--- src/pidr_pkg.sv ---
// pidr_pkg: types, codes and saturation helpers for the PID controller.
// Used by pidr_muldiv and pid_with_deadzone_ramp.
package pidr_pkg;

    localparam int FRAC_BITS = 16;
    localparam int PROD_W    = 96;   // widest product / dividend
    localparam int MCAND_W   = 64;   // multiplicand width
    localparam int MPLR_W    = 32;   // multiplier width
    localparam int DIVR_W    = 48;   // divisor width
    localparam int CNT_W     = 7;

    // register indexes on the config port
    localparam logic [2:0] REG_GAIN_P     = 3'd0;
    localparam logic [2:0] REG_GAIN_I     = 3'd1;
    localparam logic [2:0] REG_GAIN_D     = 3'd2;
    localparam logic [2:0] REG_OUT_LIMIT  = 3'd3;
    localparam logic [2:0] REG_SLEW_LIMIT = 3'd4;
    localparam logic [2:0] REG_DEAD_BAND  = 3'd5;
    localparam logic [2:0] REG_RUN_ENABLE = 3'd6;

    // result status codes
    localparam logic [1:0] ST_COMPUTED = 2'd0;
    localparam logic [1:0] ST_PRIMING  = 2'd1;
    localparam logic [1:0] ST_DISABLED = 2'd2;
    localparam logic [1:0] ST_CLEARED  = 2'd3;

    localparam logic FUNC_CLEAR = 1'b1;

    typedef struct packed {
        logic start;
        logic div;     // 1: divide, 0: multiply
    } mdu_cmd_t;

    typedef struct packed {
        logic busy;
        logic done;
    } mdu_stat_t;

    function automatic logic [31:0] mag32(input logic signed [31:0] v);
        mag32 = v[31] ? 32'(-v) : v;
    endfunction

    function automatic logic [32:0] mag33(input logic signed [32:0] v);
        mag33 = v[32] ? 33'(-v) : v;
    endfunction

    // signed result of a magnitude quotient, saturated to 32 bits
    function automatic logic signed [31:0] sat_q(input logic [PROD_W-1:0] q,
                                                 input logic neg);
        if (neg)
            sat_q = (q > PROD_W'(64'h8000_0000)) ? 32'sh8000_0000 : 32'(-q[31:0]);
        else
            sat_q = (q > PROD_W'(64'h7FFF_FFFF)) ? 32'sh7FFF_FFFF : q[31:0];
    endfunction

    function automatic logic signed [31:0] sat34(input logic signed [33:0] v);
        if (v > 34'sh0_7FFF_FFFF)
            sat34 = 32'sh7FFF_FFFF;
        else if (v < -34'sh0_8000_0000)
            sat34 = 32'sh8000_0000;
        else
            sat34 = v[31:0];
    endfunction

    // symmetric clamp; a limit of zero leaves the value alone
    function automatic logic signed [31:0] clamp(input logic signed [31:0] v,
                                                 input logic [30:0] lim);
        logic signed [32:0] vs;
        logic signed [32:0] ls;
        vs = {v[31], v};
        ls = $signed({2'b00, lim});
        if (lim == '0)
            clamp = v;
        else if (vs > ls)
            clamp = {1'b0, lim};
        else if (vs < -ls)
            clamp = 32'(-ls);
        else
            clamp = v;
    endfunction

endpackage

--- src/pid_with_deadzone_ramp.sv ---
// pid_with_deadzone_ramp: PID controller top level, sequencer and state.
// Depends on pidr_pkg and pidr_muldiv.
//
//  channel | direction | handshake          | content
//  s_*     | in        | s_tvalid/s_tready  | tdata err_sample, stamp_ms; tuser func
//  m_*     | out       | m_tvalid/m_tready  | tdata drive; tuser status
//  cfg_*   | in        | cfg_valid/cfg_ready| cfg_index, cfg_data (always ready)
//
// Clear, priming and disabled beats go from S_DEC straight to S_OUT and the output register.
// A computed beat runs five multiplies of 32 steps and two divides of 96 steps
// on the one serial multiply/divide unit; the ramp adds one more of each.
// Reset (rst_n, asynchronous) clears history, stamp and config (run_enable 1).
// s_tready is high only while the sequencer is idle; a result held on a
// stalled m side does not stop the next beat being taken.
module pid_with_deadzone_ramp (
    input  logic        clk,
    input  logic        rst_n,
    input  logic        s_tvalid,
    output logic        s_tready,
    input  logic [63:0] s_tdata,     // [31:0] err_sample, [63:32] stamp_ms
    input  logic        s_tuser,     // [0] func
    output logic        m_tvalid,
    input  logic        m_tready,
    output logic [31:0] m_tdata,     // [31:0] drive
    output logic [1:0]  m_tuser,     // [1:0] status
    input  logic        cfg_valid,
    output logic        cfg_ready,
    input  logic [2:0]  cfg_index,
    input  logic [31:0] cfg_data
);
    import pidr_pkg::*;

    // sequencer states
    localparam logic [2:0] S_IDLE  = 3'd0;
    localparam logic [2:0] S_DEC   = 3'd1;
    localparam logic [2:0] S_ISSUE = 3'd2;
    localparam logic [2:0] S_WAIT  = 3'd3;
    localparam logic [2:0] S_SUM   = 3'd4;
    localparam logic [2:0] S_RAMP  = 3'd5;
    localparam logic [2:0] S_OUT   = 3'd6;

    // operation steps on the shared unit
    localparam logic [3:0] OP_P_MUL  = 4'd0;
    localparam logic [3:0] OP_I_MUL1 = 4'd1;
    localparam logic [3:0] OP_I_MUL2 = 4'd2;
    localparam logic [3:0] OP_I_DIV  = 4'd3;
    localparam logic [3:0] OP_D_MUL1 = 4'd4;
    localparam logic [3:0] OP_D_MUL2 = 4'd5;
    localparam logic [3:0] OP_D_DIV  = 4'd6;
    localparam logic [3:0] OP_R_MUL  = 4'd7;
    localparam logic [3:0] OP_R_DIV  = 4'd8;

    // config registers
    logic signed [31:0] gain_p_reg, gain_i_reg, gain_d_reg;
    logic [30:0]        out_limit_reg, slew_limit_reg, dead_band_reg;
    logic               run_enable_reg;

    // controller history
    logic [31:0]        prev_stamp_reg, prev_stamp_next;
    logic signed [31:0] prev_error_reg, prev_error_next;
    logic signed [31:0] integ_acc_reg, integ_acc_next;
    logic signed [31:0] prev_drive_reg, prev_drive_next;

    // sequencer and working registers
    logic [2:0]         state_reg, state_next;
    logic [3:0]         step_reg, step_next;
    logic               func_reg, func_next;
    logic signed [31:0] err_reg, err_next;
    logic [31:0]        stamp_reg, stamp_next;
    logic [31:0]        dt_reg, dt_next;
    logic signed [31:0] e_reg, e_next;
    logic signed [31:0] p_reg, p_next;
    logic signed [31:0] integ_reg, integ_next;
    logic signed [31:0] d_reg, d_next;
    logic signed [31:0] o_reg, o_next;
    logic [62:0]        budget_reg, budget_next;
    logic [31:0]        rstep_reg, rstep_next;
    logic signed [31:0] res_drive_reg, res_drive_next;
    logic [1:0]         res_status_reg, res_status_next;

    // output register
    logic               m_valid_reg, m_valid_next;
    logic [31:0]        m_data_reg, m_data_next;
    logic [1:0]         m_user_reg, m_user_next;

    // shared unit
    mdu_cmd_t           mdu_cmd;
    mdu_stat_t          mdu_stat;
    logic [95:0]        mdu_opa;
    logic [47:0]        mdu_opb;
    logic [95:0]        mdu_res;

    // combinational helpers
    logic [31:0]        dt_raw;
    logic signed [32:0] es, dbs;
    logic signed [31:0] e_db;
    logic signed [32:0] e_sum, e_dif;
    logic               neg_p, neg_i, neg_d;
    logic signed [31:0] i_term;
    logic signed [32:0] integ_wide;
    logic signed [31:0] o_sum;
    logic signed [32:0] diff;
    logic signed [63:0] diff64, diff1000, budget_s;
    logic signed [31:0] o_ramp;

    pidr_muldiv u_muldiv (
        .clk   (clk),
        .rst_n (rst_n),
        .cmd   (mdu_cmd),
        .opa   (mdu_opa),
        .opb   (mdu_opb),
        .res   (mdu_res),
        .stat  (mdu_stat)
    );

    assign cfg_ready = 1'b1;
    assign s_tready  = (state_reg == S_IDLE);
    assign m_tvalid  = m_valid_reg;
    assign m_tdata   = m_data_reg;
    assign m_tuser   = m_user_reg;

    always_ff @(posedge clk or negedge rst_n)
    begin
        if (!rst_n)
        begin
            gain_p_reg     <= '0;
            gain_i_reg     <= '0;
            gain_d_reg     <= '0;
            out_limit_reg  <= '0;
            slew_limit_reg <= '0;
            dead_band_reg  <= '0;
            run_enable_reg <= 1'b1;
        end
        else if (cfg_valid && cfg_ready)
        begin
            case (cfg_index)
                REG_GAIN_P:     gain_p_reg     <= cfg_data;
                REG_GAIN_I:     gain_i_reg     <= cfg_data;
                REG_GAIN_D:     gain_d_reg     <= cfg_data;
                REG_OUT_LIMIT:  out_limit_reg  <= cfg_data[30:0];
                REG_SLEW_LIMIT: slew_limit_reg <= cfg_data[30:0];
                REG_DEAD_BAND:  dead_band_reg  <= cfg_data[30:0];
                REG_RUN_ENABLE: run_enable_reg <= cfg_data[0];
                default: ;
            endcase
        end
    end

    // dead band, elapsed time and term signs
    always_comb
    begin
        dt_raw = stamp_reg - prev_stamp_reg;
        es     = {err_reg[31], err_reg};
        dbs    = $signed({2'b00, dead_band_reg});
        e_db   = (dead_band_reg != '0 && es < dbs && es > -dbs) ? '0 : err_reg;
        e_sum  = {e_reg[31], e_reg} + {prev_error_reg[31], prev_error_reg};
        e_dif  = {e_reg[31], e_reg} - {prev_error_reg[31], prev_error_reg};
        neg_p  = e_reg[31] != gain_p_reg[31];
        neg_i  = e_sum[32] != gain_i_reg[31];
        neg_d  = e_dif[32] != gain_d_reg[31];
    end

    // operand selection for the shared unit
    always_comb
    begin
        mdu_cmd.start = (state_reg == S_ISSUE);
        mdu_cmd.div   = 1'b0;
        mdu_opa       = mdu_res;
        mdu_opb       = '0;
        case (step_reg)
            OP_P_MUL:
            begin
                mdu_opa = {64'd0, mag32(e_reg)};
                mdu_opb = {16'd0, mag32(gain_p_reg)};
            end
            OP_I_MUL1:
            begin
                mdu_opa = {63'd0, mag33(e_sum)};
                mdu_opb = {16'd0, mag32(gain_i_reg)};
            end
            OP_I_MUL2: mdu_opb = {16'd0, dt_reg};
            OP_I_DIV:
            begin
                mdu_cmd.div = 1'b1;
                mdu_opb     = 48'd131072000;   // 2000 ms scaled by 2^16
            end
            OP_D_MUL1:
            begin
                mdu_opa = {63'd0, mag33(e_dif)};
                mdu_opb = {16'd0, mag32(gain_d_reg)};
            end
            OP_D_MUL2: mdu_opb = 48'd1000;
            OP_D_DIV:
            begin
                mdu_cmd.div = 1'b1;
                mdu_opb     = {dt_reg, 16'd0};
            end
            OP_R_MUL:
            begin
                mdu_opa = {65'd0, slew_limit_reg};
                mdu_opb = {16'd0, dt_reg};
            end
            OP_R_DIV:
            begin
                mdu_cmd.div = 1'b1;
                mdu_opb     = 48'd1000;
            end
            default: ;
        endcase
    end

    // output sum, clamp and ramp
    always_comb
    begin
        i_term     = sat_q(mdu_res, neg_i);
        integ_wide = {integ_acc_reg[31], integ_acc_reg} + {i_term[31], i_term};
        o_sum      = clamp(sat34({{2{p_reg[31]}}, p_reg}
                                 + {{2{integ_reg[31]}}, integ_reg}
                                 + {{2{d_reg[31]}}, d_reg}), out_limit_reg);
        diff       = {o_reg[31], o_reg} - {prev_drive_reg[31], prev_drive_reg};
        diff64     = {{31{diff[32]}}, diff};
        diff1000   = (diff64 <<< 10) - (diff64 <<< 4) - (diff64 <<< 3);
        budget_s   = $signed({1'b0, budget_reg});
        if (diff1000 > budget_s)
            o_ramp = sat34({{2{prev_drive_reg[31]}}, prev_drive_reg}
                           + {2'b00, rstep_reg});
        else if (diff1000 < -budget_s)
            o_ramp = sat34({{2{prev_drive_reg[31]}}, prev_drive_reg}
                           - {2'b00, rstep_reg});
        else
            o_ramp = o_reg;
    end

    always_comb
    begin
        state_next      = state_reg;
        step_next       = step_reg;
        func_next       = func_reg;
        err_next        = err_reg;
        stamp_next      = stamp_reg;
        dt_next         = dt_reg;
        e_next          = e_reg;
        p_next          = p_reg;
        integ_next      = integ_reg;
        d_next          = d_reg;
        o_next          = o_reg;
        budget_next     = budget_reg;
        rstep_next      = rstep_reg;
        res_drive_next  = res_drive_reg;
        res_status_next = res_status_reg;
        prev_stamp_next = prev_stamp_reg;
        prev_error_next = prev_error_reg;
        integ_acc_next  = integ_acc_reg;
        prev_drive_next = prev_drive_reg;
        m_valid_next    = m_valid_reg;
        m_data_next     = m_data_reg;
        m_user_next     = m_user_reg;

        if (m_valid_reg && m_tready)
            m_valid_next = 1'b0;

        case (state_reg)
            S_IDLE:
            begin
                if (s_tvalid)
                begin
                    func_next  = s_tuser;
                    err_next   = s_tdata[31:0];
                    stamp_next = s_tdata[63:32];
                    state_next = S_DEC;
                end
            end
            S_DEC:
            begin
                res_drive_next = '0;
                state_next     = S_OUT;
                if (func_reg == FUNC_CLEAR)
                begin
                    prev_error_next = '0;
                    integ_acc_next  = '0;
                    prev_drive_next = '0;
                    res_status_next = ST_CLEARED;
                end
                else if (prev_stamp_reg == '0)
                begin
                    prev_stamp_next = stamp_reg;
                    res_status_next = ST_PRIMING;
                end
                else
                begin
                    prev_stamp_next = stamp_reg;
                    dt_next         = (dt_raw == '0) ? 32'd1 : dt_raw;
                    if (!run_enable_reg)
                    begin
                        prev_error_next = '0;
                        integ_acc_next  = '0;
                        prev_drive_next = '0;
                        res_status_next = ST_DISABLED;
                    end
                    else
                    begin
                        e_next          = e_db;
                        res_status_next = ST_COMPUTED;
                        step_next       = OP_P_MUL;
                        state_next      = S_ISSUE;
                    end
                end
            end
            S_ISSUE:
                state_next = S_WAIT;
            S_WAIT:
            begin
                if (mdu_stat.done)
                begin
                    step_next  = step_reg + 1'b1;
                    state_next = S_ISSUE;
                    case (step_reg)
                        OP_P_MUL:
                            p_next = sat_q({16'd0, mdu_res[95:FRAC_BITS]}, neg_p);
                        OP_I_DIV:
                            integ_next = clamp(sat34({integ_wide[32], integ_wide}),
                                               out_limit_reg);
                        OP_D_DIV:
                        begin
                            d_next     = sat_q(mdu_res, neg_d);
                            state_next = S_SUM;
                        end
                        OP_R_MUL:
                            budget_next = mdu_res[62:0];
                        OP_R_DIV:
                        begin
                            rstep_next = sat_q(mdu_res, 1'b0);
                            state_next = S_RAMP;
                        end
                        default: ;
                    endcase
                end
            end
            S_SUM:
            begin
                if (slew_limit_reg != '0)
                begin
                    o_next     = o_sum;
                    step_next  = OP_R_MUL;
                    state_next = S_ISSUE;
                end
                else
                begin
                    integ_acc_next  = integ_reg;
                    prev_error_next = e_reg;
                    prev_drive_next = o_sum;
                    res_drive_next  = o_sum;
                    state_next      = S_OUT;
                end
            end
            S_RAMP:
            begin
                integ_acc_next  = integ_reg;
                prev_error_next = e_reg;
                prev_drive_next = o_ramp;
                res_drive_next  = o_ramp;
                state_next      = S_OUT;
            end
            S_OUT:
            begin
                // wait for the output register to free up
                if (!m_valid_reg || m_tready)
                begin
                    m_valid_next = 1'b1;
                    m_data_next  = res_drive_reg;
                    m_user_next  = res_status_reg;
                    state_next   = S_IDLE;
                end
            end
            default:
                state_next = S_IDLE;
        endcase
    end

    always_ff @(posedge clk or negedge rst_n)
    begin
        if (!rst_n)
        begin
            state_reg      <= S_IDLE;
            step_reg       <= OP_P_MUL;
            m_valid_reg    <= 1'b0;
            prev_stamp_reg <= '0;
            prev_error_reg <= '0;
            integ_acc_reg  <= '0;
            prev_drive_reg <= '0;
        end
        else
        begin
            state_reg      <= state_next;
            step_reg       <= step_next;
            m_valid_reg    <= m_valid_next;
            prev_stamp_reg <= prev_stamp_next;
            prev_error_reg <= prev_error_next;
            integ_acc_reg  <= integ_acc_next;
            prev_drive_reg <= prev_drive_next;
        end
    end

    always_ff @(posedge clk)
    begin
        func_reg       <= func_next;
        err_reg        <= err_next;
        stamp_reg      <= stamp_next;
        dt_reg         <= dt_next;
        e_reg          <= e_next;
        p_reg          <= p_next;
        integ_reg      <= integ_next;
        d_reg          <= d_next;
        o_reg          <= o_next;
        budget_reg     <= budget_next;
        rstep_reg      <= rstep_next;
        res_drive_reg  <= res_drive_next;
        res_status_reg <= res_status_next;
        m_data_reg     <= m_data_next;
        m_user_reg     <= m_user_next;
    end

    // the unit must be quiet whenever a new beat can be taken
    a_idle_unit: assert property (@(posedge clk) disable iff (!rst_n)
        s_tready |-> !mdu_stat.busy)
        else $error("unit busy while idle");

    // a taken beat closes the input until its result is queued
    a_one_beat: assert property (@(posedge clk) disable iff (!rst_n)
        (s_tvalid && s_tready) |=> !s_tready)
        else $error("second beat taken during work");

    // results of the unit only arrive while the sequencer waits for them
    a_done_wait: assert property (@(posedge clk) disable iff (!rst_n)
        mdu_stat.done |-> state_reg == S_WAIT)
        else $error("unit done outside wait");

endmodule

--- src/pidr_muldiv.sv ---
// pidr_muldiv: shared bit-serial unit, shift-add multiply (32 steps)
// or restoring divide (96 steps). Depends on pidr_pkg.
module pidr_muldiv (
    input  logic                      clk,
    input  logic                      rst_n,
    input  pidr_pkg::mdu_cmd_t        cmd,
    input  logic [95:0]               opa,
    input  logic [47:0]               opb,
    output logic [95:0]               res,
    output pidr_pkg::mdu_stat_t       stat
);
    import pidr_pkg::*;

    logic [PROD_W-1:0]  acc_reg, acc_next;
    logic [MCAND_W-1:0] a_reg, a_next;
    logic [DIVR_W-1:0]  b_reg, b_next;
    logic [DIVR_W:0]    rem_reg, rem_next;
    logic [CNT_W-1:0]   cnt_reg, cnt_next;
    logic               div_reg, div_next;
    logic               busy_reg, busy_next;
    logic               done_reg, done_next;
    logic [DIVR_W:0]    trial;

    always_comb
    begin
        acc_next  = acc_reg;
        a_next    = a_reg;
        b_next    = b_reg;
        rem_next  = rem_reg;
        cnt_next  = cnt_reg;
        div_next  = div_reg;
        busy_next = busy_reg;
        done_next = 1'b0;
        trial     = {rem_reg[DIVR_W-1:0], acc_reg[PROD_W-1]};
        if (cmd.start)
        begin
            div_next  = cmd.div;
            acc_next  = cmd.div ? opa : '0;
            a_next    = opa[MCAND_W-1:0];
            b_next    = cmd.div ? opb : {opb[MPLR_W-1:0], 16'd0};
            rem_next  = '0;
            cnt_next  = cmd.div ? CNT_W'(PROD_W) : CNT_W'(MPLR_W);
            busy_next = 1'b1;
        end
        else if (busy_reg)
        begin
            if (div_reg)
            begin
                if (trial >= {1'b0, b_reg})
                begin
                    rem_next = trial - {1'b0, b_reg};
                    acc_next = {acc_reg[PROD_W-2:0], 1'b1};
                end
                else
                begin
                    rem_next = trial;
                    acc_next = {acc_reg[PROD_W-2:0], 1'b0};
                end
            end
            else
            begin
                acc_next = {acc_reg[PROD_W-2:0], 1'b0}
                         + (b_reg[DIVR_W-1] ? {32'd0, a_reg} : '0);
                b_next   = {b_reg[DIVR_W-2:0], 1'b0};
            end
            cnt_next = cnt_reg - 1'b1;
            if (cnt_reg == CNT_W'(1))
            begin
                busy_next = 1'b0;
                done_next = 1'b1;
            end
        end
    end

    always_ff @(posedge clk or negedge rst_n)
    begin
        if (!rst_n)
        begin
            busy_reg <= 1'b0;
            done_reg <= 1'b0;
            cnt_reg  <= '0;
        end
        else
        begin
            busy_reg <= busy_next;
            done_reg <= done_next;
            cnt_reg  <= cnt_next;
        end
    end

    always_ff @(posedge clk)
    begin
        acc_reg <= acc_next;
        a_reg   <= a_next;
        b_reg   <= b_next;
        rem_reg <= rem_next;
        div_reg <= div_next;
    end

    assign res       = acc_reg;
    assign stat.busy = busy_reg;
    assign stat.done = done_reg;

endmodule
--- config.mk ---
export PLATFORM = sky130hd
export DESIGN_NAME = pid_with_deadzone_ramp
export DESIGN_NICKNAME = d
export VERILOG_FILES = /design/src/pidr_pkg.sv /design/src/pid_with_deadzone_ramp.sv /design/src/pidr_muldiv.sv
export SDC_FILE = /design/constraint.sdc
export NUM_CORES = 2
export LEC_CHECK = 0
export ABC_AREA = 0
export BUFFER_PORTS_ARGS = -buffer_cell sky130_fd_sc_hd__buf_2
export CAP_MARGIN = 20
export CELL_PAD_IN_SITES_DETAIL_PLACEMENT = 1
export CELL_PAD_IN_SITES_GLOBAL_PLACEMENT = 2
export CORE_ASPECT_RATIO = 0.6
export CORE_MARGIN = 2
export CORE_UTILIZATION = 45
export DETAILED_ROUTE_END_ITERATION = 10
export PLACE_DENSITY_LB_ADDON = 0.1
export SYNTH_ARGS = -nofsm -noshare
export SYNTH_HDL_FRONTEND = slang
export SYNTH_SLANG_ARGS = --single-unit
--- constraint.sdc ---
create_clock -name clk -period 21.2 [get_ports clk]
set_input_delay 3.18 -clock clk [delete_from_list [all_inputs] [get_ports clk]]
set_output_delay 3.18 -clock clk [all_outputs]
set_load 0.01 [all_outputs]
==> summary.txt <==
Logic synthesis
  – Yosys cell types: 109
  – Simple-gate share of the synthesized area: 16.6%
  – Xor/xnor cell area share of the yosys netlist: 6.87%
  – Syn Inst Count: 9089
  – Largest family of logic cells by synthesized area: compound AO/OA/AOI/OAI gates
  – Most used DFF post-synth: edfxtp_1
  – Top cells by area, synth: edfxtp_1 23%, ha_1 11%, dfrtp_1 10%
  – Synth async-reset ratio: 33.1%
  – Adder-cell share of the synthesized area: 13.1%
  – Sequential-to-total area share from yosys stat: 34.6%
  – Synth Warn #: 0
  – Syn_area_per_cell: 8.98 µm²
  – Post-synthesis mux area share: 3.49%
  – Leading area contributor after synthesis: edfxtp_1
  – Post-synthesis compound-gate area fraction: 20.8%
  – Top-area cell type share of the netlist area: 23.1%
  – Syn Std Cell Area: 81600 µm²
  – EDFF count, synth: 629
  – Syn nets: 10000
  – Synth Register Bits: 1012

Floorplan
  – Overall die height: 334 µm
  – Starting Density: 45.1%
  – Die ar.: 185000 µm²
  – Row cnt: 121
  – CORE AREA: 181000 µm²
  – Die Wd: 554 µm
  – Number of I/O pins: 142

Global routing
  – GRT Max-Usage Layer: met1
  – Antenna violations before repair: 45
  – Largest net degree at the start of global routing: 122
  – Remaining global-route overflow: 0
  – Global-route met3 utilization: 9.36%
  – Vias in the first global route: 73600
  – First-pass GRT wire length: 522 mm
  – GR Util All Layers: 38.0%
  – GR Util met1: 59.2%
  – M2 GR Usage: 51.0%

STA
  – Worst Tran Pin Value: 1370 ps
  – Final Hold Viols: 0
  – Min cycle time layout: 14210 ps
  – Max Slew Vio Count: 0
  – RSZ-0062 raised after global routing: no
  – Final Setup Violations: 0
  – Worst Skew: 63.0 ps
  – Setup tns final: 0 ps
  – Max Fclk: 70.4 MHz
  – Final worst-path cycle share: 67.0%
  – Relative slew margins: 7.46%

Worst setup path
  – Critical-path top delay cell: xnor2_1
  – Critical path class: reg -> reg
  – CP peak stage delay: 910 ps
  – Worst-path fanout max: 42
  – CP arrival: 14640 ps
  – Setup crit start kind: register
  – Req. time, crit path: 21630 ps
  – Critical path endpoint category: register

Power and ir drop
  – Max rail drop VDD: 0.0806 mV
  – Final Power: 5730 µW
  – PwrDens: 64.3 nW/µm²
  – Static Leak: 0.0357 µW

Clocking
  – Worst-path clk slew: 70 ps
  – Clock Tree Root: clkbuf_16
  – CTS tree: built
  – Clock sinks: 1012
  – Post CTS Setup Buffer Count: 0
  – Post-cts sizing count: 0
  – Clk Latency, worst-skew pair: 790 ps
  – # H-tree levels: 3
  – Clock Tree Buf Depth: 3
  – Inserted Clock Buffers: 109
  – # hold bufs at CTS: 0

Run status
  – Status: completed

Detailed routing
  – Final ANT Viol Nets: 0
  – Final WL: 362 mm
  – Via density: 6.56
  – Routed wire per std cell: 31.2 µm
  – 1st-iter DRT viols: 9855
  – Pre-antenna DRT Iters: 6
  – Via Count: 76000
  – DRC violations left: 0

Placed design
  – RD Place Congestion: 1.04
  – PortBufs: 140
  – HPWL Detailed: 287 mm

Layout
  – Max reg flops: 96
  – FF+latch area: 28200 µm²
  – Multi-input gate area: 49900 µm²
  – Layout cell share with drive strength beyond 1: 9.37%
  – Final #Nets: 9993
  – Filler cells: 20800
  – Synthesis-to-finish area growth: 9.18%

Hold path
  – Hold crit path type: reg -> reg

Run
  – Max-cap violations: 0
[worst paths after layout]
path	startpoint	to	slack [ps]	cells after the start
max	e_reg[2]	integ_reg[20]	6990	41
min	res_drive_reg[23]	m_tdata[23]	420	0
max reg2reg	e_reg[2]	integ_reg[20]	6990	41
min reg2reg	res_drive_reg[23]	m_tdata[23]	420	0
max in group asynchronous	rst_n	prev_drive_reg[12]	15620	4
min in group asynchronous	rst_n	dead_band_reg[19]	2490	1
[worst max-delay path: cells and delay by family (launching register included)]
family	cells	cell delay, ps
AO/OA/AOI/OAI	18	5460
AND/OR/NAND/NOR	13	4520
buffers and inverters	5	1370
XOR/XNOR	2	1080
adder cells (fa/ha/maj)	3	900
flip-flops	1	520
[metrics by stage]
step / setup slack (ps) / instances / hold WS, ps / utilization [%] / area (µm²)
2_1_floorplan: 10980 / 9089 / 400 / - / 81600
3_3_place_gp: 7660 / 11400 / 403 / 47.0 / 85000
3_5_place_dp: 7560 / 11400 / 407 / 47.1 / 85100
4_1_cts: 7480 / 11600 / 423 / 49.2 / 89000
5_1_grt: 6350 / 11600 / 426 / 49.3 / 89100
6_report: 6990 / 11600 / 423 / 49.3 / 89100
[kinds of logic (layout without fill, tap and decap cells)]
kind of cell	Yosys count	in the layout
and+or+nand+nor	2737	2737
AOI/OAI and AO/OA	2663	2663
DFF	1012	1012
buffers and inverters	964	1053
adders and majority gates	812	812
xor gates and xnor gates	640	640
muxes	259	259
other	2	19
[cell type report]
| class | count | area share (%) |
|---|---|---|
| antenna | 17 | 0.0477 |
| clock buffer | 132 | 3.32 |
| clock inverter | 75 | 1.01 |
| inverter | 545 | 2.30 |
| multi-input combinational | 7113 | 56.1 |
| sequential | 1012 | 31.7 |
| tap | 2398 | 3.37 |
| timing repair buffer | 301 | 2.22 |
[power breakdown]
group / switching [µW] / total [µW] / internal (µW) / leakage (µW)
Clock: 952 / 2120 / 1170 / 0.00186
Sequential: 132 / 2320 / 2190 / 0.00955
Combinational: 838 / 1290 / 449 / 0.0243
[placed cells by master (no fill, tap or decap), types with 204 or more instances in the layout]
cell type	instances
dfrtp_1	334
nor2_1	596
inv_1	542
o21ai_0	712
mux2_2	204
a21oi_1	682
edfxtp_1	629
a21o_1	252
nand3_1	280
nand2_1	734
xnor2_1	435
ha_1	738
[metal layers]
| metal | vias to the layer above | part of all wire, % |
|---|---|---|
| met1 | 38400 | 48 |
| met3 | 537 | 11 |
| met4 | 24 | 3.0 |
| met2 | 3614 | 39 |
| met5 | - | 0.051 |
| li1 | 33400 | - |
[synthesized netlist by cell type (all sizes together) (204+ instances only)]
library cell and number:
a21o 252, a21oi 687, clkbuf 353, dfrtp 334, edfxtp 629, ha 738
inv 542, mux2 204, nand2 737, nand3 281, nor2 612, o21ai 729
xnor2 438
No activity file was read; power rests on OpenSTA's default activity.
